$ cat src/rtl/full_circle_vector_angle_unit_macros.svh
// Assertion macros for the full circle vector angle unit.
// Included by the modules that carry concurrent assertions; needs no package.
`ifndef FULL_CIRCLE_VECTOR_ANGLE_UNIT_MACROS_SVH
`define FULL_CIRCLE_VECTOR_ANGLE_UNIT_MACROS_SVH

// Same-cycle implication, checked out of reset.
`define FCVA_ASSERT_IMPL(label, clk, rst_n, ante, cons) \
    label: assert property (@(posedge clk) disable iff (!rst_n) (ante) |-> (cons)) \
        else $error("fcva assertion failed");

// Next-cycle implication, checked out of reset.
`define FCVA_ASSERT_NEXT(label, clk, rst_n, ante, cons) \
    label: assert property (@(posedge clk) disable iff (!rst_n) (ante) |=> (cons)) \
        else $error("fcva assertion failed");

`endif

$ cat src/rtl/fcva_pkg.sv
// Shared types and constants of the full circle vector angle unit.
// Used by the input stage, the CORDIC cells, the rounding stage and the top level.
package fcva_pkg;

    localparam int GUARD_SHIFT = 16;
    localparam int TABLE_LEN   = 24;
    localparam int Z_BITS      = 29;
    localparam int ANGLE_BITS  = 16;
    localparam int ROUND_SHIFT = 11;
    localparam int Q_BITS      = Z_BITS - ROUND_SHIFT;

    localparam logic signed [Z_BITS-1:0] PI_Q24     = 29'sd52707179;
    localparam logic signed [Z_BITS-1:0] TWO_PI_Q24 = 29'sd105414357;
    localparam logic signed [Z_BITS-1:0] ROUND_BIAS = 29'sd1024;

    localparam logic [ANGLE_BITS-1:0] HALF_PI_Q13       = 16'd12868;
    localparam logic [ANGLE_BITS-1:0] PI_Q13            = 16'd25736;
    localparam logic [ANGLE_BITS-1:0] THREE_HALF_PI_Q13 = 16'd38604;
    localparam logic [ANGLE_BITS-1:0] ZERO_Q13          = 16'd0;
    localparam logic [Q_BITS-1:0]     FULL_TURN_Q13     = 18'd51472;

    localparam logic signed [Z_BITS-1:0] ATAN_Q24 [TABLE_LEN] = '{
        29'sd13176795, 29'sd7778716, 29'sd4110060, 29'sd2086331,
        29'sd1047214,  29'sd524117,  29'sd262123,  29'sd131069,
        29'sd65536,    29'sd32768,   29'sd16384,   29'sd8192,
        29'sd4096,     29'sd2048,    29'sd1024,    29'sd512,
        29'sd256,      29'sd128,     29'sd64,      29'sd32,
        29'sd16,       29'sd8,       29'sd4,       29'sd2
    };

    typedef struct packed {
        logic                  valid;
        logic                  special;
        logic [ANGLE_BITS-1:0] spec_angle;
    } t_ctl;

endpackage

$ cat src/rtl/fcva_post.sv
// Output stage: wrap into the full turn and round to 13 fractional bits, or take the axis angle; register result.
// Depends on fcva_pkg.
module fcva_post (
    input  logic                                  i_clk,
    input  logic                                  i_rst_n,
    input  fcva_pkg::t_ctl                        i_ctl,
    input  logic signed [fcva_pkg::Z_BITS-1:0]    i_z,
    output logic                                  o_valid,
    output logic [fcva_pkg::ANGLE_BITS-1:0]       o_angle_rad
);

    logic signed [fcva_pkg::Z_BITS-1:0]  z_plain;
    logic signed [fcva_pkg::Z_BITS-1:0]  z_wrap;
    logic signed [fcva_pkg::Z_BITS-1:0]  z_rnd;
    logic [fcva_pkg::Q_BITS-1:0]         q;
    logic [fcva_pkg::ANGLE_BITS-1:0]     n_angle;
    logic                                r_valid;
    logic [fcva_pkg::ANGLE_BITS-1:0]     r_angle;

    always_comb begin
        z_plain = i_z + fcva_pkg::ROUND_BIAS;
        z_wrap  = i_z + fcva_pkg::TWO_PI_Q24 + fcva_pkg::ROUND_BIAS;
        z_rnd   = i_z[fcva_pkg::Z_BITS-1] ? z_wrap : z_plain;
        q       = z_rnd[fcva_pkg::Z_BITS-1:fcva_pkg::ROUND_SHIFT];
        if (i_ctl.special) begin
            n_angle = i_ctl.spec_angle;
        end else if (q >= fcva_pkg::FULL_TURN_Q13) begin
            n_angle = fcva_pkg::ZERO_Q13;
        end else begin
            n_angle = q[fcva_pkg::ANGLE_BITS-1:0];
        end
    end

    always_ff @(posedge i_clk) begin
        if (!i_rst_n) begin
            r_valid <= 1'b0;
        end else begin
            r_valid <= i_ctl.valid;
        end
        r_angle <= n_angle;
    end

    assign o_valid     = r_valid;
    assign o_angle_rad = r_angle;

endmodule

$ cat config.mk
export PLATFORM = sky130hd
export DESIGN_NAME = fcva_post
export DESIGN_NICKNAME = d
export VERILOG_FILES = /design/src/rtl/full_circle_vector_angle_unit_macros.svh /design/src/rtl/fcva_pkg.sv /design/src/rtl/fcva_post.sv
export SDC_FILE = /design/constraint.sdc
export NUM_CORES = 1
export LEC_CHECK = 0
export BUFFER_PORTS_ARGS = -buffer_cell sky130_fd_sc_hd__buf_2
export CAP_MARGIN = 20
export CORE_ASPECT_RATIO = 1.75
export CORE_UTILIZATION = 50
export DETAILED_ROUTE_END_ITERATION = 8
export GPL_ROUTABILITY_DRIVEN = 0
export MAX_ROUTING_LAYER = met4
export PLACE_DENSITY = 0.83
export SLEW_MARGIN = 30
export SYNTH_ARGS = -nofsm -noshare
export SYNTH_HDL_FRONTEND = slang
export SYNTH_SLANG_ARGS = --single-unit
$ cat constraint.sdc
create_clock -name i_clk -period 3.2 [get_ports i_clk]
set_input_delay 0.32 -clock i_clk [delete_from_list [all_inputs] [get_ports i_clk]]
set_output_delay 0.32 -clock i_clk [all_outputs]
set_load 0.02 [all_outputs]
# ---- Word-level counts from Yosys, hierarchy flattened
# Index checks and enable logic that the tools add are counted.
dict set report word_totals {
  output_inout_bits 17
  reg_bits 17
  input_bits 49
}
dict set report op_classes {
  addsub 3
  mux 3
  magnitude_cmp 1
}
# cell n
set op_table {}
lappend op_table {{29-bit by 12-bit adder with 29-bit output (second input constant)} 2}
lappend op_table {{16-bit 2-to-1 mux} 2}
lappend op_table {{29-bit by 28-bit adder with 29-bit output (second input constant)} 1}
lappend op_table {{29-bit 2-to-1 mux} 1}
lappend op_table {{18-bit by 16-bit >= comparator with 1-bit output (second input constant)} 1}

# ---- Longest topological paths before layout
dict set report logic_depth {
  depth_word 6
  ltp_mapped 10
}

# ---- Worst setup path before layout
# OpenSTA, ideal clock, no wires.
dict set report synth_path {
  kind {input to register}
  start {input port i_z[4] (netlist name)}
  end {register r_angle (netlist bit o_angle_rad[11])}
  arrival_ns 2.185
  setup_ns 0.115
  required_ns 3.085
  cell_stages 9
  slack_ns 0.900
  cell_sequence {a211o_1 -> a221oi_4 -> nor4_1 -> nor4_1 -> or3_1 -> o2111ai_1 -> a21oi_2 -> buf_6 -> o21ai_2}
}
dict set report synth_between {
  elab_chain_len 6
  elab_cells_between_ends 7
  cone_classes {3 x add/sub; 1 x order compare; 3 x mux}
}
# item line
set synth_lines {}
lappend synth_lines {{start: declaration} fcva_post.sv:7} ;# input logic signed [fcva_pkg::Z_BITS-1:0] i_z,
lappend synth_lines {{29-bit by 28-bit adder with 29-bit output} fcva_post.sv:22} ;# z_wrap = i_z + fcva_pkg::TWO_PI_Q24 + fcva_pkg::ROUND_BIAS;
lappend synth_lines {{29-bit by 12-bit adder with 29-bit output} fcva_post.sv:22}
lappend synth_lines {{29-bit 2-to-1 mux (*)} fcva_post.sv:23} ;# z_rnd = i_z[fcva_pkg::Z_BITS-1] ? z_wrap : z_plain;
lappend synth_lines {{18-bit by 16-bit >= comparator with 1-bit output} fcva_post.sv:27} ;# end else if (q >= fcva_pkg::FULL_TURN_Q13) begin
lappend synth_lines {{16-bit 2-to-1 mux (*)} fcva_post.sv:27}
lappend synth_lines {{16-bit 2-to-1 mux (*)} fcva_post.sv:25} ;# if (i_ctl.special) begin
lappend synth_lines {{via n_angle, one bit} fcva_post.sv:16} ;# logic [fcva_pkg::ANGLE_BITS-1:0] n_angle;
lappend synth_lines {{end signal: assignment} fcva_post.sv:40} ;# r_angle <= n_angle;
lappend synth_lines {{end: declaration} fcva_post.sv:18} ;# logic [fcva_pkg::ANGLE_BITS-1:0] r_angle;
# Mark *: on every way through the listed nets, which the timed path passes. The rest lies on a longest branch.
# A chain may end at the register's enable or synchronous reset.

# ---- Worst setup path in the final report
dict set report layout_path {
  start {input port i_z[4] (netlist name)}
  end {register r_angle (netlist bit o_angle_rad[8])}
}
# Same word-level chain as after synthesis.

==> results.ini <==
[grt]
grt_pass1_wl_um=6330
grt_usage_pct=26.4
grt-ovfl-total=0
antenna_found_initial=0
grt_max_degree=23
grt_pass1_vias=1559

[critical_path]
max_stage_delay_ns=0.53
cp_max_fo=9
worstPathRequired_ns=3.34
crit_arrival_ns=2.76
startpoint=i_z[4]
end_kind=register
cp_common_cell=nor4_1
path_cells=buf_2, a211o_1, a221oi_4, nor4_1, nor4_1, or3_1, o2111ai_1, a21oi_2, buf_4, o21ai_2
critPathTopFamily=compound AO/OA/AOI/OAI gates
cp_slowest_cell=a221oi_4
startpoint_type=input pin
criticalPathCategory=input pin to register
critPathBufInv=2

[sta]
worst_pin_slew_ns=0.843
fin_crit_sh_pct=82.1
hold_viol=0
drv_slew=0
fin_setup_tns_ns=0
setup_viol_count_final=0
fin_ws_ns=0.574
fmax_mhz=381
max-slew-margin-rel_pct=43.7
rsz0062_at_grt=no
fin_crit_ns=2.63

[synth]
syn_avg_cell_area_um2=7.33
syn_area_um2=1490
yosysMostFrequentCell=nand2_1
synth_top_area_cell=dfxtp_1
ys.flop_type=dfxtp_1
ys_ff_latch=17
synth_area_leaders=dfxtp_1, nand2_1, o21ai_2
synth_top_area_share_pct=22.9
synth_cell_type_count=52
synth_edf_count=0
synth_commonest_cells=nand2_1, dfxtp_1, o21ai_0, o21ai_2
async_flop_share_pct=0
ys_seq_area_share_pct=22.9
yosys_warnings=0
syn_inst=203
syn-num-nets=253

[finish]
fin_util_pct=66.9
drive_gt1_share_pct=34.6
finalNetCount=311
diodes=0
area_growth_pct=23.7

[floorplan]
initial_utilization_pct=54.1
die-height_um=74.2
core_um2=2750
dieArea_um2=3210
die-width_um=43.3
ios=66
rows=25

[cts]
cts_resized=0
cts.path.max_buffers=2
cts_tree=yes
cts_setup_buffers=0
path_clk_slew_ns=0.06
ctsHoldBuffers=0
cts_buffers=3
cts-htree-levels=1
cts-root-buf=clkbuf_8
cts.sinks=17

[pwr]
p_per_area_nw_per_um2=329
p_leak_uw=0.000813
irDropWorstVdd_uv=168
finalPower_uw=606

[routing]
drt_iter0_drc=63
wl_um=4080
avgRoutedWirePerCell_um=14.2
ant_nets=0
routed_via_density=5.97
first_pass_iters=4
num_vias=1713
drc_errors=0

[placed_design]
hpwlAfterDp_um=3270
preCtsSetupSlack_ns=0.365
portBuffers=65

[worst_hold_path]
hold_path_class=input pin to register
min_from=i_ctl[17]

[flow_run]
max-cap-violations=0

[status]
status=finished clean

==> cells in the final DEF (no fill, tap or decap), drive strengths merged, types with 3 or more instances in the layout <==
cell type / count
a22oi: 3
and3: 3
clkbuf: 3
xnor2: 8
a32o: 3
inv: 4
nor4: 3
o211ai: 4
o21ai: 23
and4: 3
xor2: 5
nor2: 8
a21oi: 6
nand2: 44
nand3: 8
nor3: 4
buf: 66
nand2b: 3
and2: 6
o21a: 5
a31oi: 4
dfxtp: 17
==> per-stage QoR <==
stage / cells / hold slack, ns / area, um2
finish: 287 / 0.266 / 1840
global route: 287 / 0.278 / 1840
CTS: 287 / 0.262 / 1840
detailed placement: 283 / 0.523 / 1800
global placement: 283 / 0.519 / 1800
floorplan: 203 / 0.433 / 1490
==> per-layer routing <==
| metal | GRT usage [%] | vias up | routed length [um] |
|---|---|---|---|
| met3 | 2.18 | 12 | 209 |
| met2 | 47.8 | 80 | 2180 |
| met1 | 24.9 | 767 | 1520 |
| li1 | - | 854 | - |
| met4 | 20.2 | 0 | 163 |
| met5 | - | - | 0 |
==> logic make-up (layout without fill, tap and decap cells) <==
logic type	count (synthesis)	after routing	synth area share, %
AO/OA/AOI/OAI	63	63	32.8
XOR/XNOR	13	13	7.65
adder cells (fa/ha/maj)	1	1	0.840
buffers and inverters	17	74	5.04
flip-flops	17	17	22.9
multiplexers	1	1	0.756
AND/OR/NAND/NOR	91	91	30.1
==> state kept, by name, indices dropped and copies added, names as in the netlist <==
| register | count |
|---|---|
| o_angle_rad | 16 |
| o_valid | 1 |
==> worst paths after layout <==
check                                     to  slack, ns  depth (start not counted)
worst max-delay path  o_angle_rad[8]$_DFF_P_       0.57                         10
worst min-delay path      o_valid$_SDFF_PN0_       0.27                          2
==> layout make-up <==
| class | instances | area (um2) |
|---|---|---|
| tap | 27 | 33.8 |
| sequential | 17 | 340 |
| clock inverter | 1 | 5.00 |
| multi-input combinational | 169 | 1070 |
| timing repair buffer | 66 | 333 |
| fill | 241 | 911 |
| inverter | 4 | 15.0 |
| clock buffer | 3 | 41.3 |
==> where the power goes <==
group	switching, uW	internal [uW]
clock	66.9	86.2
combinational	133	86.9
sequential	3.27	230
total	203	403
Note: power is estimated with default switching activity, not from simulation.
