<file path="config.mk">
export PLATFORM = sky130hd
export DESIGN_NAME = fcva_cell
export DESIGN_NICKNAME = d
export VERILOG_FILES = /design/src/rtl/fcva_pkg.sv /design/src/rtl/fcva_cell.sv
export VERILOG_INCLUDE_DIRS = /design/src /design/src/rtl
export SDC_FILE = /design/constraint.sdc
export NUM_CORES = 1
export LEC_CHECK = 0
export BUFFER_PORTS_ARGS = -buffer_cell sky130_fd_sc_hd__buf_4
export CORE_MARGIN = 1.5
export CORE_UTILIZATION = 50
export CTS_CLUSTER_DIAMETER = 200
export CTS_CLUSTER_SIZE = 30
export DETAILED_ROUTE_END_ITERATION = 6
export PLACE_DENSITY = 0.78
export REMOVE_ABC_BUFFERS = 1
export SLEW_MARGIN = 15
export SYNTH_ARGS = -nofsm -noshare
export SYNTH_HDL_FRONTEND = slang
export SYNTH_SLANG_ARGS = --single-unit
</file>
<file path="constraint.sdc">
create_clock -name i_clk -period 3.15 [get_ports i_clk]
set_clock_uncertainty 0.2 [all_clocks]
set_input_delay 0.1575 -clock i_clk [delete_from_list [all_inputs] [get_ports i_clk]]
set_output_delay 0.1575 -clock i_clk [all_outputs]
set_load 0.03 [all_outputs]
</file>
<file path="src/rtl/full_circle_vector_angle_unit_macros.svh">
// Assertion macros for the full circle vector angle unit.
// Included by the modules that carry concurrent assertions; needs no package.
`ifndef FULL_CIRCLE_VECTOR_ANGLE_UNIT_MACROS_SVH
`define FULL_CIRCLE_VECTOR_ANGLE_UNIT_MACROS_SVH

// Same-cycle implication, checked out of reset.
`define FCVA_ASSERT_IMPL(label, clk, rst_n, ante, cons) \
    label: assert property (@(posedge clk) disable iff (!rst_n) (ante) |-> (cons)) \
        else $error("fcva assertion failed");

// Next-cycle implication, checked out of reset.
`define FCVA_ASSERT_NEXT(label, clk, rst_n, ante, cons) \
    label: assert property (@(posedge clk) disable iff (!rst_n) (ante) |=> (cons)) \
        else $error("fcva assertion failed");

`endif

</file>
<file path="src/rtl/fcva_pkg.sv">
// Shared types and constants of the full circle vector angle unit.
// Used by the input stage, the CORDIC cells, the rounding stage and the top level.
package fcva_pkg;

    localparam int GUARD_SHIFT = 16;
    localparam int TABLE_LEN   = 24;
    localparam int Z_BITS      = 29;
    localparam int ANGLE_BITS  = 16;
    localparam int ROUND_SHIFT = 11;
    localparam int Q_BITS      = Z_BITS - ROUND_SHIFT;

    localparam logic signed [Z_BITS-1:0] PI_Q24     = 29'sd52707179;
    localparam logic signed [Z_BITS-1:0] TWO_PI_Q24 = 29'sd105414357;
    localparam logic signed [Z_BITS-1:0] ROUND_BIAS = 29'sd1024;

    localparam logic [ANGLE_BITS-1:0] HALF_PI_Q13       = 16'd12868;
    localparam logic [ANGLE_BITS-1:0] PI_Q13            = 16'd25736;
    localparam logic [ANGLE_BITS-1:0] THREE_HALF_PI_Q13 = 16'd38604;
    localparam logic [ANGLE_BITS-1:0] ZERO_Q13          = 16'd0;
    localparam logic [Q_BITS-1:0]     FULL_TURN_Q13     = 18'd51472;

    localparam logic signed [Z_BITS-1:0] ATAN_Q24 [TABLE_LEN] = '{
        29'sd13176795, 29'sd7778716, 29'sd4110060, 29'sd2086331,
        29'sd1047214,  29'sd524117,  29'sd262123,  29'sd131069,
        29'sd65536,    29'sd32768,   29'sd16384,   29'sd8192,
        29'sd4096,     29'sd2048,    29'sd1024,    29'sd512,
        29'sd256,      29'sd128,     29'sd64,      29'sd32,
        29'sd16,       29'sd8,       29'sd4,       29'sd2
    };

    typedef struct packed {
        logic                  valid;
        logic                  special;
        logic [ANGLE_BITS-1:0] spec_angle;
    } t_ctl;

endpackage

</file>
<file path="src/rtl/fcva_cell.sv">
// One vectoring CORDIC cell: a fixed shift, add or subtract, and arctangent step.
// Depends on fcva_pkg and the assertion macro header.
`include "full_circle_vector_angle_unit_macros.svh"

module fcva_cell #(
    parameter int W         = 36,
    parameter int STAGE_IDX = 0
) (
    input  logic                               i_clk,
    input  logic                               i_rst_n,
    input  fcva_pkg::t_ctl                     i_ctl,
    input  logic signed [W-1:0]                i_x,
    input  logic signed [W-1:0]                i_y,
    input  logic signed [fcva_pkg::Z_BITS-1:0] i_z,
    output fcva_pkg::t_ctl                     o_ctl,
    output logic signed [W-1:0]                o_x,
    output logic signed [W-1:0]                o_y,
    output logic signed [fcva_pkg::Z_BITS-1:0] o_z
);

    localparam logic signed [fcva_pkg::Z_BITS-1:0] ATAN = fcva_pkg::ATAN_Q24[STAGE_IDX];

    logic signed [W-1:0]                  xs;
    logic signed [W-1:0]                  ys;
    logic signed [W-1:0]                  n_x;
    logic signed [W-1:0]                  n_y;
    logic signed [fcva_pkg::Z_BITS-1:0]   n_z;
    fcva_pkg::t_ctl                       r_ctl;
    logic signed [W-1:0]                  r_x;
    logic signed [W-1:0]                  r_y;
    logic signed [fcva_pkg::Z_BITS-1:0]   r_z;

    always_comb begin
        xs = i_x >>> STAGE_IDX;
        ys = i_y >>> STAGE_IDX;
        if (!i_y[W-1]) begin
            n_x = i_x + ys;
            n_y = i_y - xs;
            n_z = i_z + ATAN;
        end else begin
            n_x = i_x - ys;
            n_y = i_y + xs;
            n_z = i_z - ATAN;
        end
    end

    always_ff @(posedge i_clk) begin
        if (!i_rst_n) begin
            r_ctl.valid <= 1'b0;
        end else begin
            r_ctl <= i_ctl;
        end
        r_x <= n_x;
        r_y <= n_y;
        r_z <= n_z;
    end

    assign o_ctl = r_ctl;
    assign o_x   = r_x;
    assign o_y   = r_y;
    assign o_z   = r_z;

    `FCVA_ASSERT_IMPL(a_cell_x_pos, i_clk, i_rst_n, r_ctl.valid && !r_ctl.special, r_x > 0)
    `FCVA_ASSERT_NEXT(a_cell_special, i_clk, i_rst_n, i_ctl.valid && i_ctl.special, r_ctl.valid && r_ctl.special && (r_ctl.spec_angle == $past(i_ctl.spec_angle)))

endmodule

</file>
Word-level counts from Yosys, hierarchy flattened
Cells that the tools add are included.
{"block": "op_classes", "bitwise": 0, "n_reduce_logical": 0, "eq_ne": 0, "n_shift": 0, "order_cmp": 0, "muxes": 3, "addsub": 5, "n_mul": 0, "div": 0}
{"op": "$mux 36", "n": 2}
{"op": "$sub 36x36->36", "n": 2}
{"op": "$add 36x36->36", "n": 1}
{"op": "$add 29x25->29 const B", "n": 1}
{"op": "$mux 29", "n": 1}
{"op": "$sub 29x25->29 const B", "n": 1}
{"block": "word_totals", "word_cells": 14, "latchBits": 0, "rom_bits": 0, "ff_bits": 119, "input_bits": 121, "out_inout_bits": 119, "mem_count": 0, "mem_bits_rw": 0}

Longest topological paths before layout
Gate-level depths: netlist of the first run.
{"block": "logic_depth", "depth_word": 2, "mapped_depth": 13, "depth_no_buf": 12}

Worst setup path before layout of the first run
No wires, ideal clock.
{"block": "synth_timing", "path_kind": "input to register", "startpoint": "in i_y[35]", "endpoint": "reg r_z (netlist bit o_z[27])", "setup_slack_ns": -0.324, "required_time_ns": 2.827, "t_arrival_ns": 3.151, "path_buffers": 2, "cell_stages": 13, "setup_time_ns": 0.123, "cell_sequence": "clkbuf_1 inv_2 buf_1 ha_1 a2111oi_0 o21ai_1 a21oi_1 nor4bb_1 a211o_1 a31o_1 a21oi_1 o21ai_1 xor2_1"}
{"block": "synth_between", "elab_chain_len": 1}
{"item": "start, declared", "line_no": "fcva_cell.sv:13", "source": "input logic signed [W-1:0] i_y,"}
{"item": "$mux 29", "line_no": "fcva_cell.sv:36", "source": "if (!i_y[W-1]) begin"}
{"item": "named net n_z, one bit", "line_no": "fcva_cell.sv:27", "source": "logic signed [fcva_pkg::Z_BITS-1:0] n_z;"}
{"item": "end signal, assigned", "line_no": "fcva_cell.sv:55", "source": "r_z <= n_z;"}
{"item": "end, declared", "line_no": "fcva_cell.sv:31", "source": "logic signed [fcva_pkg::Z_BITS-1:0] r_z;"}
The timed path passes the listed nets, and every way through them passes these cells.
A chain may end at the register's enable or synchronous reset.

Worst setup path after layout of the first run
{"block": "layout_timing", "startpoint": "in i_z[5] (netlist bit)", "endpoint": "reg r_z (netlist bit o_z[17])"}
{"block": "layout_between", "elab_chain_len": 2, "word_cells_on_any_way": 3, "classes_between": "2 x add/sub; 1 x mux"}
{"item": "start, declared", "line_no": "fcva_cell.sv:14", "source": "input logic signed [fcva_pkg::Z_BITS-1:0] i_z,"}
{"item": "$add 29x25->29 or $sub 29x25->29 (tied branches)", "line_no": "fcva_cell.sv:39, fcva_cell.sv:43"}
{"item": "$mux 29 (*)", "line_no": "fcva_cell.sv:36"}
{"item": "named net n_z, one bit", "line_no": "fcva_cell.sv:27"}
The timed path passes the listed nets; every way through them passes the cells marked *.

==> results of run 1 <==
how the worst max path moves through the flow:
stage / depth (start not counted) / slack (ns) / to / start
after floorplan: 11 / 0.12 / o_z[27] / i_y[35]
after global placement: 11 / -0.14 / o_y[32] / i_x[14]
after detailed placement: 13 / -0.12 / o_y[32] / i_x[0]
final: 13 / 0.13 / o_z[17] / i_z[5]
after global routing: 13 / 0.007 / o_z[17] / i_z[5]
after CTS: 12 / 0.09 / o_z[28] / i_z[0]
layout make-up:
cell class | instances | area share (%)
clock inverter | 15 | 1.36
timing repair buffer | 408 | 22.9
sequential | 118 | 18.2
multi-input combinational | 955 | 48.9
clock buffer | 17 | 3.05
inverter | 119 | 3.21
tap | 265 | 2.38
antenna | 1 | 0.0180
power by group:
| group | switching [uW] | leakage [uW] | internal [uW] | total [uW] |
|---|---|---|---|---|
| combinational | 1890 | 0.00548 | 1310 | 3190 |
| sequential | 112 | 0.00102 | 1850 | 1960 |
| clock | 803 | 0.000291 | 1260 | 2070 |
| total | 2800 | 0.00679 | 4420 | 7220 |
worst max-delay path, stage by stage:
cell	delay [ns]
dlygate4sd3_1	0.54
buf_4	0.14
ha_2	0.37
nor3_1	0.06
nor3_1	0.26
a21oi_1	0.14
nor4bb_2	0.34
buf_4	0.18
nor3_2	0.04
o21bai_1	0.13
a21oi_1	0.09
xnor2_1	0.12
dlygate4sd3_1	0.55
timing repair:
action,CTS,global route
gates resized for setup,0,7
hold buffers,49,0
setup endpoints to repair,0,5
endpoints found under the hold margin,64,0
layer usage:
metal / global-route usage [%] / up-vias / share of wire [%]
met5: 0 / - / 0
met4: 14.4 / 0 / 3.6
met3: 5.26 / 80 / 8.0
met2: 52.8 / 521 / 46
met1: 40.8 / 4970 / 42
li1: - / 5128 / -
kinds of logic (layout without fill, tap and decap cells):
family	after synthesis	in the layout	synth area share, %
AOI/OAI and AO/OA	421	421	26.6
xor gates and xnor gates	95	95	8.30
adders and majority gates	136	136	17.3
buffers and inverters	165	559	6.97
DFF	118	118	25.3
muxes	22	22	2.26
other	0	1	0
and+or+nand+nor	281	281	13.3
cells in the final DEF (no fill, tap or decap), types with 12 or more instances in the layout:
| master | instances |
|---|---|
| buf_4 | 359 |
| a21oi_1 | 162 |
| ha_1 | 131 |
| inv_1 | 115 |
| dfxtp_1 | 101 |
| nor2_1 | 93 |
| xnor2_1 | 77 |
| nand2_1 | 72 |
| o21ai_0 | 68 |
| dlygate4sd3_1 | 49 |
| a21o_1 | 40 |
| o21bai_1 | 26 |
| xor2_1 | 18 |
| nand3_1 | 17 |
| mux2i_1 | 17 |
| clkbuf_16 | 17 |
| edfxtp_1 | 17 |
| nand2b_1 | 14 |
| nand4_1 | 14 |
| o211ai_1 | 13 |
| nor2b_1 | 12 |
state kept, by name, indices dropped and copies added, names as in the netlist:
name   cells
o_ctl     18
o_y       36
o_x       35
o_z       29
through the flow:
stage / setup slack (ns) / hold WS (ns) / TNS (ns)
final: 0.127 / 0.0177 / 0
after global routing: 0.00717 / 0.0302 / 0
after CTS: 0.0873 / 0.00339 / 0
after detailed placement: -0.120 / 0.137 / -0.203
after global placement: -0.138 / 0.136 / -0.497
after floorplan: 0.123 / 0.0140 / 0
==> summary.txt, run 1 <==
PLACED DESIGN
-----------------------------------------------------------------------------------------------
GP Congestion                                                                             0.988
Post-detailed-placement half-perimeter wirelength                                      26200 um
Count of placed standard cells including taps                                              1816
Count of buffers from port buffering                                                        239
Cell area reported after detailed placement                                           12800 um2

CLOCK NETWORK
-----------------------------------------------------------------------------------------------
Post-CTS Setup Inserts                                                                        0
Clock tree from TritonCTS                                                                  done
Root Buffer Master                                                                    clkbuf_16
Clk buf depth                                                                                 2
Number of levels in the clock H-tree                                                          4
Clock input transition at the sequential cells of the worst setup and hold paths        0.06 ns
CTS buffer count                                                                             17
CTS Sinks                                                                                   118

PWR
-----------------------------------------------------------------------------------------------
Static Leakage                                                                       0.00679 uW
Maximum ir drop on the vdd rail                                                        0.311 mV
Power per cell area                                                                  518 nW/um2
Total power consumption of the routed design                                            7220 uW

SETUP PATH
-----------------------------------------------------------------------------------------------
Nature of the critical path endpoint                                                   register
Critical Path RT                                                                        3.26 ns
Crit path kind                                                                        in -> reg
Sort of element at the start of the critical path                                    input port
Critical Path AT                                                                        3.13 ns
Max Fanout on Critical Path                                                                   5

FINAL LAYOUT
-----------------------------------------------------------------------------------------------
Area growth from synthesis to layout                                                      39.0%
Final cell area excluding filler cells                                                13900 um2
Sequential Area                                                                        2530 um2
Fraction of layout cells with a size suffix above 1                                       26.2%
Final non-filler cell total                                                                1898
Final core utilization                                                                    71.1%
Fillers                                                                                    1525
Net count, final                                                                           1876
Area occupied by multi-input gates                                                     6820 um2

DRT
-----------------------------------------------------------------------------------------------
Via-per-instance ratio                                                                     5.64
DR WL/cell                                                                              17.9 um
Detailed-router iteration count before antenna repair                                         6
Aggregate routed wire length                                                           34000 um
Antenna-violating nets left                                                                   0
Via total after detailed routing                                                          10699
Post-detailed-route DRC marker count                                                          0
Detailed Route Iter0 Violations                                                             956

FLOORPLAN
-----------------------------------------------------------------------------------------------
Die area                                                                              20900 um2
Width of the die                                                                         145 um
Row count                                                                                    51
Boundary Pins                                                                               240
Vertical extent of the die                                                               145 um
Core Box Area                                                                         19600 um2
Starting utilization of the core area                                                     51.1%

SYNTH
-----------------------------------------------------------------------------------------------
Area share of the largest cell type after synthesis                                       20.2%
Yosys warning count                                                                           0
Post-synth EDFFs                                                                             17
Post-synthesis average cell area                                                       8.09 um2
Most used flip-flop cell after synthesis                                                dfxtp_1
Async SR Flop Fraction                                                                       0%
Count of distinct cell types in the synthesized netlist                                      78
Most area-consuming cells after synthesis                                          dfxtp_1, ha_1, a21oi_1, xnor2_1, edfxtp_1
Netlist area before placement                                                         10000 um2
Commonest cells post-synth                                                         a21oi_1, ha_1, inv_1
Largest area contributor in the synthesized netlist                                     dfxtp_1
Proportion of synthesized chip area in sequential cells                                   25.3%
Register bit count reported by yosys                                                        118
Most common cell in the synthesized netlist                                             a21oi_1
Number of standard cells after synthesis                                                   1238

STA
-----------------------------------------------------------------------------------------------
Headroom to the max-slew limit                                                            35.4%
Max Freq                                                                                331 MHz
Final setup violation count                                                                   0
Final Cycle Share                                                                         96.0%
Number of pins with negative max-slew slack in the final report                               0
Pin slew with the least headroom to its limit                                          0.969 ns
RSZ-0062 raised after global routing                                                      false
Hold Violations, Final                                                                        0
Final critical-path required period                                                     3.02 ns

GLOBAL ROUTING
-----------------------------------------------------------------------------------------------
Number of antenna violations at the first check in global routing                             1
GR Util All Layers                                                                        31.9%
Maximum number of pins on one net before global-route repair                                 85
Wire length of the first global-routing pass                                           51400 um
Via count of the first global-routing pass                                                10136
Sum of overflow across all layers after global routing                                        0

HOLD PATH
-----------------------------------------------------------------------------------------------
Startpoint of the worst hold path                                                        i_z[8]
Hold endpoint                                                                            o_z[8]
Worst hold path stage count                                                                   3
Worst min-delay path category                                                         in -> reg

RUN
-----------------------------------------------------------------------------------------------
Count of maximum capacitance violations                                                       0

RUN STATUS
-----------------------------------------------------------------------------------------------
Run status                                                                         finished clean

(Power assumes the default switching activity.)
==> inputs of run 2 (changes only) <==
--- a/config.mk
+++ b/config.mk
@@ -12,7 +12,7 @@
 export CTS_CLUSTER_DIAMETER = 200
 export CTS_CLUSTER_SIZE = 30
 export DETAILED_ROUTE_END_ITERATION = 6
-export PLACE_DENSITY = 0.78
+export PLACE_DENSITY = 0.75
 export REMOVE_ABC_BUFFERS = 1
 export SLEW_MARGIN = 15
 export SYNTH_ARGS = -nofsm -noshare
==> constraint.sdc (replaced) <==
create_clock -name i_clk -period 3.8 [get_ports i_clk]
set_clock_uncertainty 0.2 [all_clocks]
set_input_delay 0.19 -clock i_clk [delete_from_list [all_inputs] [get_ports i_clk]]
set_output_delay 0.19 -clock i_clk [all_outputs]
set_load 0.03 [all_outputs]
==> summary.txt, run 2 (same netlist as run 1, synthesis figures left out) <==
RUN STATUS
-----------------------------------------------------------------------------------------------
Run status                                                                         finished with violations   was finished clean
Failing checks                                                                     design-rule violations

STA
-----------------------------------------------------------------------------------------------
Max Freq                                                                                282 MHz
Summed negative setup slack over all endpoints                                             0 ns   unchanged
Hold Violations, Final                                                                        0   unchanged
Final setup violation count                                                                   0   unchanged
Final Cycle Share                                                                         93.2%
RSZ-0062 raised after global routing                                                      false   unchanged
Number of pins with negative max-slew slack in the final report                               0   unchanged
Headroom to the max-slew limit                                                            45.8%   was 35.4%
Pin slew with the least headroom to its limit                                          0.813 ns   was 0.969 ns
Final critical-path required period                                                     3.54 ns

PLACED DESIGN
-----------------------------------------------------------------------------------------------
Post-detailed-placement half-perimeter wirelength                                      25100 um   was 26200 um
Cell area reported after detailed placement                                           12000 um2   was 12800 um2
Count of placed standard cells including taps                                              1714   was 1816
GP Congestion                                                                              1.00   was 0.988
Count of buffers from port buffering                                                        239   unchanged

FINAL LAYOUT
-----------------------------------------------------------------------------------------------
Flip-flop count of the largest register after layout                                         36   unchanged
Net count, final                                                                           1766   was 1876
Final cell area excluding filler cells                                                13000 um2   was 13900 um2
Area growth from synthesis to layout                                                      30.1%   was 39.0%
Final non-filler cell total                                                                1787   was 1898
Fraction of layout cells with a size suffix above 1                                       21.0%   was 26.2%
Number of inserted diodes                                                                     0   was 1
Commonest non-fill, non-tap cell in the layout                                            buf_4   unchanged
Top library cells by usage in the layout, fill and taps aside                      buf_4, a21oi_1, ha_1   unchanged

FLOORPLAN
-----------------------------------------------------------------------------------------------
Vertical extent of the die                                                               145 um   unchanged
Core Box Area                                                                         19600 um2   unchanged
Boundary Pins                                                                               240   unchanged
Row count                                                                                    51   unchanged
Width of the die                                                                         145 um   unchanged
Die area                                                                              20900 um2   unchanged
Starting utilization of the core area                                                     51.1%   unchanged

CLOCK NETWORK
-----------------------------------------------------------------------------------------------
# resized after CTS                                                                           0   unchanged
Post-CTS Setup Inserts                                                                        0   unchanged
Clock tree from TritonCTS                                                                  done   unchanged
Root Buffer Master                                                                    clkbuf_16   unchanged
Clock input transition at the sequential cells of the worst setup and hold paths        0.06 ns   about the same
Clk buf depth                                                                                 2   unchanged
CTS buffer count                                                                             17   unchanged
Number of levels in the clock H-tree                                                          4   unchanged
Quantity of hold-fixing buffers added after cts                                              41   was 49
CTS Sinks                                                                                   118   unchanged

SETUP PATH
-----------------------------------------------------------------------------------------------
Critical-path cell with the highest stage delay                                    dlygate4sd3_1   unchanged
Sort of element at the start of the critical path                                    input port   unchanged
Critical Path AT                                                                        3.64 ns   was 3.13 ns
Worst stage delay on the critical path                                                  0.55 ns   about the same
Most used cell along the critical path                                                   o31a_1
List of cells traversed by the critical path                                       dlygate4sd3_1, buf_4, ha_1, fa_1, nand2b_1, nor3b_1, o31ai_1, o31a_1, a21oi_1, o211ai_1, a31oi_1, o31a_1, xnor2_1   was dlygate4sd3_1, buf_4, ha_2, nor3_1, nor3_1, a21oi_1, nor4bb_2, buf_4, nor3_2, o21bai_1, a21oi_1, xnor2_1, dlygate4sd3_1
Critical Path RT                                                                        3.90 ns   was 3.26 ns
Crit path kind                                                                        in -> reg   unchanged
Worst path buffer plus inverter count                                                         2   was 4
Max Fanout on Critical Path                                                                   3   was 5
Category of cells accounting for the largest share of critical-path delay          compound AO/OA/AOI/OAI gates   was buffers and inverters
Nature of the critical path endpoint                                                   register   unchanged

DRT
-----------------------------------------------------------------------------------------------
Via total after detailed routing                                                          10333   was 10699
DR WL/cell                                                                              18.0 um   was 17.9 um
Post-detailed-route DRC marker count                                                          5   was 0
Antenna-violating nets left                                                                   0   unchanged
Detailed-router iteration count before antenna repair                                         7   was 6
Aggregate routed wire length                                                           32200 um   was 34000 um
Via-per-instance ratio                                                                     5.78   was 5.64
Detailed Route Iter0 Violations                                                             788   was 956

PWR
-----------------------------------------------------------------------------------------------
Static Leakage                                                                       0.00625 uW   was 0.00679 uW
Power per cell area                                                                  442 nW/um2   was 518 nW/um2
Maximum ir drop on the vdd rail                                                        0.283 mV   was 0.311 mV

GLOBAL ROUTING
-----------------------------------------------------------------------------------------------
Number of antenna violations at the first check in global routing                             0   was 1
GR Util All Layers                                                                        30.4%   was 31.9%
Maximum number of pins on one net before global-route repair                                 75   was 85
Via count of the first global-routing pass                                                 9590   was 10136
Wire length of the first global-routing pass                                           49100 um   was 51400 um
Sum of overflow across all layers after global routing                                        0   unchanged

HOLD PATH
-----------------------------------------------------------------------------------------------
Worst min-delay path category                                                         in -> reg   unchanged

RUN
-----------------------------------------------------------------------------------------------
Count of maximum capacitance violations                                                       0   unchanged

## run 2: changes by cell type in the layout (fill, tap and decap cells not counted), sizes merged
cell / delta
buf: -102
dlygate4sd3: -8
bufinv: -1
clkinvlp: +1
diode: -1
## run 2: layout make-up
| cell class | count | area [um2] |
|---|---|---|
| inverters | 119 | 447 |
| clock inverters | 15 | 166 |
| multi-input cells | 955 | 6790 |
| fillers | 1706 | 6560 |
| well taps | 265 | 332 |
| repair buffers | 298 | 2340 |
| flip-flops and latches | 118 | 2530 |
| clock buffers | 17 | 425 |
## run 2: per-layer routing
metal  vias to the layer above  share of wire, %  GRT usage, %
li1                       4911                 -             -
met1                      4799                44          40.0
met2                       542                45          48.9
met3                        81               8.1          6.13
met4                         0               3.1          11.7
met5                         -                 0             0
## run 2: final timing paths
check    start  endpoint  slack, ns  cells after the start
min    i_z[18]   o_z[18]       0.01                      3
max     i_y[0]   o_x[32]       0.26                     13
## run 2: metrics by stage
| step | worst slack [ns] | power, uW | hold WS (ns) | utilization, % |
|---|---|---|---|---|
| floorplan | 0.740 | 3150 | 0.0465 | - |
| global placement | 0.370 | 4040 | 0.168 | 61.4 |
| detailed placement | 0.284 | 4050 | 0.169 | 61.4 |
| CTS | 0.322 | 5750 | 0.00113 | 66.5 |
| global route | 0.155 | 6030 | 0.0170 | 66.5 |
| finish | 0.260 | 5760 | 0.0150 | 66.5 |
## run 2: where the power goes
group | switching (uW) | internal [uW] | total [uW]
registers | 83.9 | 1530 | 1620
clock network | 685 | 981 | 1670
logic | 1530 | 956 | 2480
