**config.mk**
```make
export PLATFORM = sky130hd
export DESIGN_NAME = fcva_prep
export DESIGN_NICKNAME = d
export VERILOG_FILES = /design/src/rtl/fcva_pkg.sv /design/src/rtl/fcva_prep.sv
export VERILOG_INCLUDE_DIRS = /design/src /design/src/rtl
export SDC_FILE = /design/constraint.sdc
export NUM_CORES = 1
export LEC_CHECK = 0
export BUFFER_PORTS_ARGS = -buffer_cell sky130_fd_sc_hd__buf_2
export CAP_MARGIN = 20
export CORE_MARGIN = 5
export CORE_UTILIZATION = 45
export CTS_CLUSTER_DIAMETER = 60
export DETAILED_ROUTE_END_ITERATION = 10
export GPL_ROUTABILITY_DRIVEN = 0
export HOLD_SLACK_MARGIN = 0.15
export PLACE_DENSITY = 0.85
export SYNTH_ARGS = -nofsm -noshare
export SYNTH_HDL_FRONTEND = slang
export SYNTH_SLANG_ARGS = --single-unit
```
**constraint.sdc**
```tcl
create_clock -name i_clk -period 3.5 [get_ports i_clk]
set_input_delay 0.35 -clock i_clk [delete_from_list [all_inputs] [get_ports i_clk]]
set_output_delay 0.35 -clock i_clk [all_outputs]
set_load 0.005 [all_outputs]
```
**src/rtl/full_circle_vector_angle_unit_macros.svh**
```systemverilog
// Assertion macros for the full circle vector angle unit.
// Included by the modules that carry concurrent assertions; needs no package.
`ifndef FULL_CIRCLE_VECTOR_ANGLE_UNIT_MACROS_SVH
`define FULL_CIRCLE_VECTOR_ANGLE_UNIT_MACROS_SVH

// Same-cycle implication, checked out of reset.
`define FCVA_ASSERT_IMPL(label, clk, rst_n, ante, cons) \
    label: assert property (@(posedge clk) disable iff (!rst_n) (ante) |-> (cons)) \
        else $error("fcva assertion failed");

// Next-cycle implication, checked out of reset.
`define FCVA_ASSERT_NEXT(label, clk, rst_n, ante, cons) \
    label: assert property (@(posedge clk) disable iff (!rst_n) (ante) |=> (cons)) \
        else $error("fcva assertion failed");

`endif

```
**src/rtl/fcva_pkg.sv**
```systemverilog
// Shared types and constants of the full circle vector angle unit.
// Used by the input stage, the CORDIC cells, the rounding stage and the top level.
package fcva_pkg;

    localparam int GUARD_SHIFT = 16;
    localparam int TABLE_LEN   = 24;
    localparam int Z_BITS      = 29;
    localparam int ANGLE_BITS  = 16;
    localparam int ROUND_SHIFT = 11;
    localparam int Q_BITS      = Z_BITS - ROUND_SHIFT;

    localparam logic signed [Z_BITS-1:0] PI_Q24     = 29'sd52707179;
    localparam logic signed [Z_BITS-1:0] TWO_PI_Q24 = 29'sd105414357;
    localparam logic signed [Z_BITS-1:0] ROUND_BIAS = 29'sd1024;

    localparam logic [ANGLE_BITS-1:0] HALF_PI_Q13       = 16'd12868;
    localparam logic [ANGLE_BITS-1:0] PI_Q13            = 16'd25736;
    localparam logic [ANGLE_BITS-1:0] THREE_HALF_PI_Q13 = 16'd38604;
    localparam logic [ANGLE_BITS-1:0] ZERO_Q13          = 16'd0;
    localparam logic [Q_BITS-1:0]     FULL_TURN_Q13     = 18'd51472;

    localparam logic signed [Z_BITS-1:0] ATAN_Q24 [TABLE_LEN] = '{
        29'sd13176795, 29'sd7778716, 29'sd4110060, 29'sd2086331,
        29'sd1047214,  29'sd524117,  29'sd262123,  29'sd131069,
        29'sd65536,    29'sd32768,   29'sd16384,   29'sd8192,
        29'sd4096,     29'sd2048,    29'sd1024,    29'sd512,
        29'sd256,      29'sd128,     29'sd64,      29'sd32,
        29'sd16,       29'sd8,       29'sd4,       29'sd2
    };

    typedef struct packed {
        logic                  valid;
        logic                  special;
        logic [ANGLE_BITS-1:0] spec_angle;
    } t_ctl;

endpackage

```
**src/rtl/fcva_prep.sv**
```systemverilog
// Input stage: axis cases, left half plane fold and guard bit scaling.
// Depends on fcva_pkg and the assertion macro header.
`include "full_circle_vector_angle_unit_macros.svh"

module fcva_prep #(
    parameter int COORD_BITS = 16,
    parameter int W          = 36
) (
    input  logic                            i_clk,
    input  logic                            i_rst_n,
    input  logic                            i_start,
    input  logic signed [COORD_BITS-1:0]    i_vec_x,
    input  logic signed [COORD_BITS-1:0]    i_vec_y,
    output fcva_pkg::t_ctl                  o_ctl,
    output logic signed [W-1:0]             o_x,
    output logic signed [W-1:0]             o_y,
    output logic signed [fcva_pkg::Z_BITS-1:0] o_z
);

    logic signed [W-1:0]                  sx;
    logic signed [W-1:0]                  sy;
    logic                                 x_zero;
    logic                                 y_zero;
    fcva_pkg::t_ctl                       n_ctl;
    logic signed [W-1:0]                  n_x;
    logic signed [W-1:0]                  n_y;
    logic signed [fcva_pkg::Z_BITS-1:0]   n_z;
    fcva_pkg::t_ctl                       r_ctl;
    logic signed [W-1:0]                  r_x;
    logic signed [W-1:0]                  r_y;
    logic signed [fcva_pkg::Z_BITS-1:0]   r_z;

    always_comb begin
        sx     = W'(i_vec_x);
        sy     = W'(i_vec_y);
        x_zero = (i_vec_x == '0);
        y_zero = (i_vec_y == '0);
        n_ctl.valid   = i_start;
        n_ctl.special = x_zero || y_zero;
        if (x_zero) begin
            if (y_zero) begin
                n_ctl.spec_angle = fcva_pkg::ZERO_Q13;
            end else if (i_vec_y[COORD_BITS-1]) begin
                n_ctl.spec_angle = fcva_pkg::THREE_HALF_PI_Q13;
            end else begin
                n_ctl.spec_angle = fcva_pkg::HALF_PI_Q13;
            end
        end else if (i_vec_x[COORD_BITS-1]) begin
            n_ctl.spec_angle = fcva_pkg::PI_Q13;
        end else begin
            n_ctl.spec_angle = fcva_pkg::ZERO_Q13;
        end
        if (i_vec_x[COORD_BITS-1]) begin
            n_x = (-sx) <<< fcva_pkg::GUARD_SHIFT;
            n_y = (-sy) <<< fcva_pkg::GUARD_SHIFT;
            n_z = fcva_pkg::PI_Q24;
        end else begin
            n_x = sx <<< fcva_pkg::GUARD_SHIFT;
            n_y = sy <<< fcva_pkg::GUARD_SHIFT;
            n_z = '0;
        end
    end

    always_ff @(posedge i_clk) begin
        if (!i_rst_n) begin
            r_ctl.valid <= 1'b0;
        end else begin
            r_ctl <= n_ctl;
        end
        r_x <= n_x;
        r_y <= n_y;
        r_z <= n_z;
    end

    assign o_ctl = r_ctl;
    assign o_x   = r_x;
    assign o_y   = r_y;
    assign o_z   = r_z;

    `FCVA_ASSERT_IMPL(a_prep_fold, i_clk, i_rst_n, r_ctl.valid && !r_ctl.special, (r_x > 0) && ((r_z == '0) || (r_z == fcva_pkg::PI_Q24)))

endmodule

```
; ---- After elaboration in Yosys (flattened, before gate mapping)
; Index checks and enable logic that the tools add are counted.
[totals]
regBits = 119
out_inout_bits = 119
[op_classes]
addsub = 2
mux = 7
reduce_logical = 3
[op_table]
columns = op, n
row1 = 16-bit two-way mux, 3
row2 = 16-bit negator with 20-bit output, 2
row3 = 36-bit two-way mux, 1
row4 = 16-bit logical NOT, 2
row5 = 31-bit two-way mux, 1
row6 = 26-bit two-way mux, 1
row7 = 15-bit two-way mux, 1
row8 = 1-bit logical OR, 1

; ---- Logic depth before layout (Yosys ltp)
; Gate-level depths: netlist of the first run.
[depth]
ltp_word = 3
depth_mapped = 7
ltp_nobuf = 7

; ---- Worst setup path before layout of the first run
; OpenSTA, ideal clock, no wires.
[synth_timing]
path_kind = input to register
startpoint = input i_vec_y[8]
endpoint = register r_ctl, in the netlist o_ctl[13], data pin
arrival_time_ns = 1.935
path_stages = 6
setup_slack_ns = 1.311
required_ns = 3.246
path_cell_list = or4_4 or4_4 nor3_4 inv_2 ha_1 a21o_1
[synth_rtl]
columns = element, line_no
row1 = start: declaration, fcva_prep.sv:13  ; input logic signed [COORD_BITS-1:0] i_vec_y,
row2 = end signal: assignment, fcva_prep.sv:68  ; r_ctl <= n_ctl;
row3 = end: declaration, fcva_prep.sv:28  ; fcva_pkg::t_ctl r_ctl;

==> results of run 1 <==
## routing by layer
layer	GRT usage, %	vias up	share of wire (%)
li1	-	815	-
met1	13.5	757	39
met2	21.2	102	49
met3	3.62	2	11
met4	3.65	0	0.77
met5	0	-	0
## cell usage in the layout (no fill, tap or decap), types with 2 or more instances in the layout
cell type,synthesis,layout
nor2_1,6,6
inv_1,6,6
nand3_1,3,3
edfxtp_1,6,6
nor4_1,3,3
nand2b_1,2,2
nand2_1,15,15
or4_4,2,2
clkbuf_8,0,5
buf_2,1,101
o41ai_1,4,4
xnor2_1,27,27
o21ai_0,11,11
conb_1,1,56
ha_1,4,4
or4_1,2,2
a21o_1,2,2
nor3_1,3,3
o31ai_1,7,7
dfxtp_1,42,42
## cells by family (layout without fill, tap and decap cells)
logic type / count (synthesis) / after routing / share of synthesized area [%]
AO/OA/AOI/OAI: 29 / 29 / 9.36
XOR/XNOR: 27 / 27 / 10.2
adder cells (fa/ha/maj): 4 / 4 / 2.15
buffers and inverters: 84 / 116 / 25.1
flip-flops: 48 / 48 / 43.9
other: 1 / 56 / 0.161
AND/OR/NAND/NOR: 40 / 40 / 9.15
## cell type report
cell class	instances	area, sq um
timing repair buffer	101	505
multi-input combinational	156	927
clock inverter	3	22.5
clock buffer	5	68.8
sequential	48	1020
inverter	7	26.3
fill	493	2420
tap	70	87.6
## state kept, by name, summed over array words and instances, names as in the netlist
| name | cells |
|---|---|
| o_x | 20 |
| o_y | 20 |
| o_z | 1 |
| o_ctl | 7 |
## power by group
group	switching, mW	total (mW)	internal, mW
Clock	0.185	0.327	0.142
Combinational	0.0985	0.185	0.0861
Sequential	0.0126	0.619	0.606
## how the worst max path moves through the flow
stage | to | slack (ns) | cells after the start
final | o_ctl[10] | 1.40 | 7
after floorplan | o_ctl[13] | 1.31 | 6
after global routing | o_ctl[10] | 1.33 | 7
after detailed placement | o_ctl[13] | 1.08 | 7
after CTS | o_ctl[10] | 1.40 | 7
after global placement | o_ctl[13] | 1.11 | 7
## Yosys cell counts
master	instances	share of area [%]
nand2_1	15	2.4
o31ai_1	7	2.3
o21ai_1	1	0.22
o31ai_4	1	0.91
inv_2	1	0.16
nor2_1	6	0.97
buf_1	1	0.16
buf_2	1	0.22
nor4_1	3	0.81
or4_1	2	0.65
a21oi_1	1	0.22
o41ai_1	4	1.5
dfxtp_1	42	36
or3_1	1	0.27
conb_1	1	0.16
buf_4	71	23
xnor2_1	27	10
or4_4	2	0.97
inv_1	6	0.97
edfxtp_1	6	7.8
clkbuf_1	4	0.65
o21ai_0	11	2.4
nor3_4	1	0.70
nand3_1	3	0.65
and2_1	1	0.27
nand2b_1	2	0.54
ha_1	4	2.2
nor3_1	3	0.65
o31ai_2	1	0.54
nand4_1	1	0.27
a21o_1	2	0.65
o21ai_4	1	0.70
==> summary.md, run 1 <==
| Metric | Value |
|---|---|
| Status | finished, final reports clean |
| Share of synthesized area occupied by flip-flops and latches | 43.9% |
| Synth Warn # | 0 |
| Slack of the critical path | 1.40 ns |
| Type of element capturing the critical path | flip-flop |
| Count of hold-fix buffers inserted at cts | 0 |
| Aggregate global routing overflow | 0 |
| Gate family responsible for the most delay along the worst path | simple AND/OR/NAND/NOR gates |
| LEAKAGE | 1.28 nW |
| Post-DP Area | 0.00257 sq mm |
| Number of failing hold endpoints at the final stage | 0 |
| DPL Wire Length | 3640 um |
| Longest individual stage delay on the worst path | 0.55 ns |
| Initial cell density of the core | 45.8% |
| Crit path buf inv count | 2 |
| Hold Path Depth | 1 |
| Design area | 0.00266 sq mm |
| Count of pins on the block boundary | 154 |
| Launching instance or port of the critical path | i_vec_y[8] |
| Iteration-0 DRC Markers | 52 |
| Global-route usage over all layers | 11.9% |
| Number of resized instances in the post-cts repair step | 0 |
| Via count of the first global-routing pass | 1497 |
| Number of buffers added for setup after CTS | 0 |
| Endpoint arrival time on the critical path | 2.15 ns |
| Slew at the pin with the worst max-slew slack | 0.716 ns |
| Number of DRC violations after detailed routing | 0 |
| WL per Instance | 11.3 um |
| Final cell count without fillers | 390 |
| Count of H-tree levels built during CTS | 2 |
| Share of post-route cells with drive strength above 1 | 36.3% |
| Number of antenna violations at the first check in global routing | 0 |
| Post-layout nets | 358 |
| Hold path startpoint | i_vec_x[0] |
| Pin count of the biggest net entering global routing | 41 |
| Average instance area after synthesis | 9.98 sq um |
| Area of the placeable core | 0.00507 sq mm |
| Die Area | 0.00670 sq mm |
| Syn Std Cell Area | 0.00232 sq mm |
| Startpoint class of the critical path | input port |
| Cell count after synthesis | 233 |
| Largest buffer count on any clock path | 2 |
| Fin Setup TNS | 0 ns |
| Chip Height | 81.9 um |
| Sum of routed wire length over all layers | 4400 um |
| Worst Hold Class | in2reg |
| Cell at the root of the clock tree | clkbuf_8 |
| Final Slew Violations | 0 |
| Worst supply voltage drop on vdd | 0.164 mV |
| CP required | 3.55 ns |
| Post-layout min period | 2.10 ns |
| Critical-path top delay cell | or4_4 |
| Global-route wire length before repair | 6230 um |
| CP Cell Sequence | buf_2, or4_4, or4_4, nor3_4, inv_2, ha_1, a21o_1 |
| Utilization after layout | 52.4% |
| Flops & latches, synth | 48 |
| Via/cell ratio | 4.30 |
| Power per standard cell area | 425 mW/mm^2 |
| Synth cell types | 32 |
| CP dominant cell by count | or4_4 |
| Port bufs | 101 |
| Number of placed cells counting well taps | 382 |
| Unrepaired setup endpoints after global routing | false |
| Total CTS buffers | 5 |
| Overall via count from detail_route | 1676 |
| Critical Setup Path Class | in2reg |
| Number of setup violations in the final report | 0 |
| Width of the die | 81.9 um |
| Register clock-pin slew on the reported worst setup and hold paths | 0.09 ns |
| Max capacitance violation total | 0 |
| Max-slew headroom at the worst pin | 52.3% |
| Period Utilization, post-route | 59.9% |
| Worst slack, placed | 1.08 ns |
| Worst Hold Path EP | o_x[16] |
| Antenna cells | 0 |
| Sink count of the clock tree | 48 |
| Clock tree from TritonCTS | built |
| Minimum hold slack | 0.213 ns |
| Initial DRT Pass Iterations | 4 |
| Layout area overhead | 14.4% |
| Fmax achieved | 0.477 GHz |
| Total power draw | 1.13 mW |
| Top fanout value on the critical path | 5 |
| Row count | 26 |
| Remaining antenna violation count after routing | 0 |
Power figures use the tool's default switching activity.
==> inputs of run 2 (changes only) <==
--- a/config.mk
+++ b/config.mk
@@ -9,12 +9,12 @@
 export BUFFER_PORTS_ARGS = -buffer_cell sky130_fd_sc_hd__buf_2
 export CAP_MARGIN = 20
 export CORE_MARGIN = 5
-export CORE_UTILIZATION = 45
+export CORE_UTILIZATION = 42
 export CTS_CLUSTER_DIAMETER = 60
 export DETAILED_ROUTE_END_ITERATION = 10
 export GPL_ROUTABILITY_DRIVEN = 0
 export HOLD_SLACK_MARGIN = 0.15
-export PLACE_DENSITY = 0.85
+export PLACE_DENSITY = 0.8
 export SYNTH_ARGS = -nofsm -noshare
 export SYNTH_HDL_FRONTEND = slang
 export SYNTH_SLANG_ARGS = --single-unit
==> constraint.sdc (replaced) <==
create_clock -name i_clk -period 2.1 [get_ports i_clk]
set_input_delay 0.21 -clock i_clk [delete_from_list [all_inputs] [get_ports i_clk]]
set_output_delay 0.21 -clock i_clk [all_outputs]
set_load 0.005 [all_outputs]
==> run 2 against run 1 <==
Hold slack lost 0.051 ns. Flip-flop and latch count is the same. Combinational power grew 86%. Largest power group unchanged.
==> summary.md, run 2 (synthesis gave the netlist of run 1 again) <==
| Metric | Value |
|---|---|
| Status | finished, final reports clean |
| Global-route wire length before repair | 7690 um (+23%) |
| Post-DP Area | 0.00262 sq mm (+2.1%) |
| CP required | 2.15 ns (-1.40 ns) |
| Via count of the first global-routing pass | 1747 (+17%) |
| Layout area overhead | 26.3% |
| Worst Hold Class | in2reg |
| Die Area | 0.00712 sq mm (+6.3%) |
| Largest buffer count on any clock path | 2 (unchanged) |
| Unrepaired setup endpoints after global routing | false |
| WL per Instance | 11.7 um (+4.0%) |
| Initial cell density of the core | 42.7% (-3.1 points) |
| Worst slack, placed | -0.122 ns (-1.20 ns) |
| Crit path buf inv count | 3 (+1) |
| Longest individual stage delay on the worst path | 0.57 ns (+0.02 ns) |
| Total CTS buffers | 5 (unchanged) |
| Fmax achieved | 0.504 GHz |
| Routed wire length on met3 | 588 um (+20%) |
| Row count | 27 (+3.8%) |
| Chip Height | 84.4 um (+3.1%) |
| CP Cell Sequence | dlygate4sd3_1, buf_2, or4_4, nor3_4, inv_2, ha_1, a21o_1 |
| Number of setup violations in the final report | 0 (unchanged) |
| Count of pins on the block boundary | 154 (unchanged) |
| Number of cells on the critical path | 7 (unchanged) |
| Iteration-0 DRC Markers | 44 (-15%) |
| Met1 Routed Length | 1810 um (+4.5%) |
| DPL Wire Length | 3840 um (+5.6%) |
| Commonest non-fill, non-tap cell in the layout | buf_2 |
| Overall via count from detail_route | 1796 (+7.2%) |
| Cell at the root of the clock tree | clkbuf_8 |
| Pin count of the biggest net entering global routing | 41 (unchanged) |
| Gate family responsible for the most delay along the worst path | buffers and inverters |
| Critical Path End | o_ctl[13] |
| Leading cell types in the layout, fill and taps excluded | 101 x buf_2, 56 x conb_1, 42 x dfxtp_1 |
| Worst supply voltage drop on vdd | 0.301 mV (+83%) |
| Number of antenna violations at the first check in global routing | 0 (unchanged) |
| Antenna cells | 0 (unchanged) |
| Slew at the pin with the worst max-slew slack | 0.712 ns (-0.00382 ns) |
| Launching instance or port of the critical path | i_vec_y[12] |
| Max-slew headroom at the worst pin | 52.5% (+0.25 points) |
| Port bufs | 101 (unchanged) |
| Critical Setup Path Class | in2reg |
| Filler instances | 498 (+1.0%) |
| Final Slew Violations | 0 (unchanged) |
| Max capacitance violation total | 0 (unchanged) |
| Count of H-tree levels built during CTS | 2 (unchanged) |
| Initial DRT Pass Iterations | 4 (unchanged) |
| Period Utilization, post-route | 94.6% |
| Metal2 WL | 2410 um (+12%) |
| Via/cell ratio | 4.29 (-0.26%) |
| Hold Path Depth | 2 (+1) |
| Number of DRC violations after detailed routing | 0 (unchanged) |
| Share of post-route cells with drive strength above 1 | 36.3% (+0.061 points) |
| Power per standard cell area | 659 mW/mm^2 (+55%) |
| Remaining antenna violation count after routing | 0 (unchanged) |
| Area of the placeable core | 0.00544 sq mm (+7.2%) |
| Design area | 0.00294 sq mm (+10%) |
| Post-layout nets | 385 (+7.5%) |
| Aggregate global routing overflow | 0 (unchanged) |
| Endpoint arrival time on the critical path | 2.04 ns (-0.11 ns) |
| Top layer reached by signal wires | met4 |
| Critical-path top delay cell | or4_4 |
| Global-route usage over all layers | 12.9% (+1.0 points) |
| Width of the die | 84.4 um (+3.1%) |
| LEAKAGE | 1.40 nW (+9.1%) |
| Clock tree from TritonCTS | built |
| Minimum hold slack | 0.162 ns (-0.0506 ns) |
| Type of element capturing the critical path | flip-flop |
| Post-layout min period | 1.99 ns |
| Top fanout value on the critical path | 4 (-1) |
| Sink count of the clock tree | 48 (unchanged) |
| Slack of the critical path | 0.114 ns (-1.29 ns) |
| Startpoint class of the critical path | input port |
| Sum of routed wire length over all layers | 4920 um (+12%) |
| Number of failing hold endpoints at the final stage | 0 (unchanged) |
| Register clock-pin slew on the reported worst setup and hold paths | 0.08 ns (about the same) |
run 2: how the worst min path moves through the flow:
stage	slack (ns)	start	endpoint
floorplan	0.24	i_vec_x[0]	o_x[16]
global placement	0.36	i_vec_x[0]	o_x[16]
detailed placement	0.37	i_vec_x[0]	o_x[16]
CTS	0.15	i_vec_x[8]	o_x[24]
global route	0.15	i_vec_x[8]	o_x[24]
finish	0.16	i_vec_x[8]	o_x[24]
run 2: final cells by class:
type / count / area [sq um] / share of cell area (%)
sequential: 48 / 1020 / 34.8
multi-input combinational: 156 / 943 / 32.1
timing repair buffer: 128 / 758 / 25.8
tap: 72 / 90.1 / 3.07
clock buffer: 6 / 82.6 / 2.81
inverter: 7 / 26.3 / 0.895
clock inverter: 2 / 15.0 / 0.511
run 2: layer usage:
metal | vias to the layer above | GRT usage, %
li1 | 867 | -
met1 | 805 | 14.1
met2 | 114 | 23.1
met3 | 10 | 4.22
met4 | 0 | 5.18
met5 | - | 0
run 2: where the power goes:
group / switching, mW / internal [mW] / leakage [nW] / total, mW
Clock: 0.289 / 0.266 / 0.0434 / 0.556
Sequential: 0.0228 / 1.01 / 0.412 / 1.03
Combinational: 0.173 / 0.172 / 0.942 / 0.345
run 2: metrics by stage:
step / power, mW / cells / TNS [ns] / util, %
CTS: 1.96 / 419 / 0 / 53.7
global route: 2.04 / 419 / 0 / 54.0
finish: 1.93 / 419 / 0 / 54.0
floorplan: 1.29 / 288 / 0 / -
global placement: 1.36 / 391 / -0.146 / 48.2
detailed placement: 1.37 / 391 / -0.238 / 48.2
run 2: what timing repair did:
action / 4_1_cts / 5_1_grt
setup buffers: 0 / 0
endpoints found under the hold margin: 20 / 0
endpoints found under the setup margin: 0 / 3
hold buffers: 20 / 0
gates resized for setup: 0 / 3
==> inputs of run 3 (changes only) <==
==> constraint.sdc (replaced) <==
create_clock -name i_clk -period 2 [get_ports i_clk]
set_input_delay 0.2 -clock i_clk [delete_from_list [all_inputs] [get_ports i_clk]]
set_output_delay 0.2 -clock i_clk [all_outputs]
set_load 0.005 [all_outputs]
==> run 3 against run 2 <==
Wire length up 0.12%. Core utilization up 1.5 points. Setup slack worse by 0.032 ns. Critical path depth unchanged. Sequential share of layout area down 0.92 points. Clock power up 27%. Die area unchanged. Flip-flop and latch count unchanged. Final cell count up 1.2%.
==> summary.md, run 3 (synthesis gave the netlist of run 1 again) <==
| Metric | Value |
|---|---|
| Filler instances | 492 (-1.2%) |
| Number of setup violations in the final report | 0 (unchanged) |
| WL per Instance | 11.6 um (-1.1%) |
| Post-layout min period | 1.92 ns |
| Total power draw | 2.16 mW (+12%) |
| Endpoint arrival time on the critical path | 1.97 ns (-0.07 ns) |
| LEAKAGE | 1.44 nW (+2.9%) |
| CP required | 2.05 ns (-0.10 ns) |
| Hold path startpoint | i_vec_x[7] |
| DPL Wire Length | 3690 um (-4.0%) |
| Initial DRT Pass Iterations | 4 (unchanged) |
| Via count of the first global-routing pass | 1736 (-0.63%) |
| Top fanout value on the critical path | 3 (-1) |
| Number of antenna violations at the first check in global routing | 0 (unchanged) |
| Row count | 27 (unchanged) |
| Power per standard cell area | 717 mW/mm^2 (+8.8%) |
| Unrepaired setup endpoints after global routing | false |
| CP dominant cell by count | or4_4 |
| Longest individual stage delay on the worst path | 0.57 ns (about the same) |
| Port bufs | 101 (unchanged) |
| Overall via count from detail_route | 1805 (+0.50%) |
| Max capacitance violation total | 0 (unchanged) |
| Post-layout nets | 390 (+1.3%) |
| Final Slew Violations | 0 (unchanged) |
| CP Cell Sequence | buf_2, or4_4, or4_4, nor3_4, inv_2, ha_1, a21o_1 |
| Register clock-pin slew on the reported worst setup and hold paths | 0.08 ns (about the same) |
| Gate family responsible for the most delay along the worst path | simple AND/OR/NAND/NOR gates |
| Number of buffers added for setup after CTS | 0 (unchanged) |
| Global-route wire length before repair | 7560 um (-1.7%) |
| Count of H-tree levels built during CTS | 2 (unchanged) |
| Die Area | 0.00712 sq mm (unchanged) |
| Sink count of the clock tree | 48 (unchanged) |
| Count of pins on the block boundary | 154 (unchanged) |
| Slew at the pin with the worst max-slew slack | 0.725 ns (+0.0128 ns) |
| Total CTS buffers | 5 (unchanged) |
| Critical Setup Path Class | in2reg |
| Status | finished, final reports clean |
| Startpoint class of the critical path | input port |
| Type of element capturing the critical path | flip-flop |
| Layout area overhead | 29.8% |
| Worst supply voltage drop on vdd | 0.428 mV (+42%) |
| Hold Path Depth | 2 (unchanged) |
| Clock tree from TritonCTS | built |
| Leading cell types in the layout, fill and taps excluded | 101 x buf_2, 56 x conb_1, 42 x dfxtp_1 |
| Width of the die | 84.4 um (unchanged) |
| Remaining antenna violation count after routing | 0 (unchanged) |
| Fmax achieved | 0.521 GHz |
| Largest buffer count on any clock path | 2 (unchanged) |
| Number of failing hold endpoints at the final stage | 0 (unchanged) |
| Via/cell ratio | 4.26 (-0.68%) |
| Iteration-0 DRC Markers | 35 (-20%) |
| Worst Hold Path EP | o_x[23] |
| Aggregate global routing overflow | 0 (unchanged) |
| Crit path buf inv count | 2 (-1) |
| Antenna cells | 0 (unchanged) |
| Number of cells on the critical path | 7 (unchanged) |
| Period Utilization, post-route | 95.9% |
| Cell at the root of the clock tree | clkbuf_8 |
| Sum of routed wire length over all layers | 4920 um (+0.12%) |
| Critical-path top delay cell | or4_4 |
| Commonest non-fill, non-tap cell in the layout | buf_2 |
| Initial cell density of the core | 42.7% (unchanged) |
| Number of DRC violations after detailed routing | 0 (unchanged) |
| Global-route usage over all layers | 13.0% (+0.097 points) |
| Max-slew headroom at the worst pin | 51.7% (-0.85 points) |
| Area of the placeable core | 0.00544 sq mm (unchanged) |
| Worst Hold Class | in2reg |
| Share of post-route cells with drive strength above 1 | 36.1% (-0.23 points) |
| Utilization after layout | 55.5% (+1.5 points) |
| Pin count of the biggest net entering global routing | 41 (unchanged) |
| Chip Height | 84.4 um (unchanged) |
run 3: how the worst max path moves through the flow:
| stage | start | end | slack [ns] |
|---|---|---|---|
| 2_1_floorplan | i_vec_y[8] | o_ctl[13] | -0.04 |
| 3_3_place_gp | i_vec_y[8] | o_ctl[10] | -0.16 |
| 3_5_place_dp | i_vec_y[8] | o_ctl[13] | -0.18 |
| 4_1_cts | i_vec_y[13] | o_ctl[13] | 0.01 |
| 5_1_grt | i_vec_y[8] | o_ctl[13] | 0.02 |
| 6_report | i_vec_y[8] | o_ctl[13] | 0.08 |
run 3: final cells by class:
| class | count | area [sq um] | area share, % |
|---|---|---|---|
| clock buffers | 6 | 82.6 | 2.74 |
| multi-input cells | 156 | 957 | 31.7 |
| well taps | 72 | 90.1 | 2.99 |
| inverters | 7 | 26.3 | 0.871 |
| flip-flops and latches | 48 | 1020 | 33.8 |
| clock inverters | 2 | 33.8 | 1.12 |
| repair buffers | 133 | 806 | 26.7 |
run 3: power by group:
| part | leakage, nW | internal, mW | switching [mW] |
|---|---|---|---|
| registers | 0.412 | 1.06 | 0.0215 |
| logic | 0.967 | 0.188 | 0.184 |
| clock network | 0.0588 | 0.403 | 0.305 |
run 3: what timing repair did:
action                                 in CTS  in global routing
endpoints found under the hold margin      24                  0
hold buffers                               24                  0
setup endpoints to repair                   0                 10
resized for setup                           0                  5
run 3: per-layer routing:
layer	wire [um]	vias up	share of wire [%]	GRT usage (%)
li1	-	879	-	-
met1	1830	804	37	13.3
met2	2440	110	50	23.2
met3	522	12	11	5.20
met4	128	0	2.6	6.04
met5	0	-	0	0
run 3: stage by stage:
| stage | instance area (sq um) | hold WS, ns | TNS (ns) | worst slack (ns) | std cells |
|---|---|---|---|---|---|
| 2_1_floorplan | 2530 | 0.228 | -0.0769 | -0.0385 | 288 |
| 3_3_place_gp | 2630 | 0.351 | -0.356 | -0.158 | 392 |
| 3_5_place_dp | 2630 | 0.354 | -0.451 | -0.184 | 392 |
| 4_1_cts | 2990 | 0.150 | 0 | 0.0130 | 424 |
| 5_1_grt | 3020 | 0.156 | 0 | 0.0170 | 424 |
| 6_report | 3020 | 0.154 | 0 | 0.0818 | 424 |
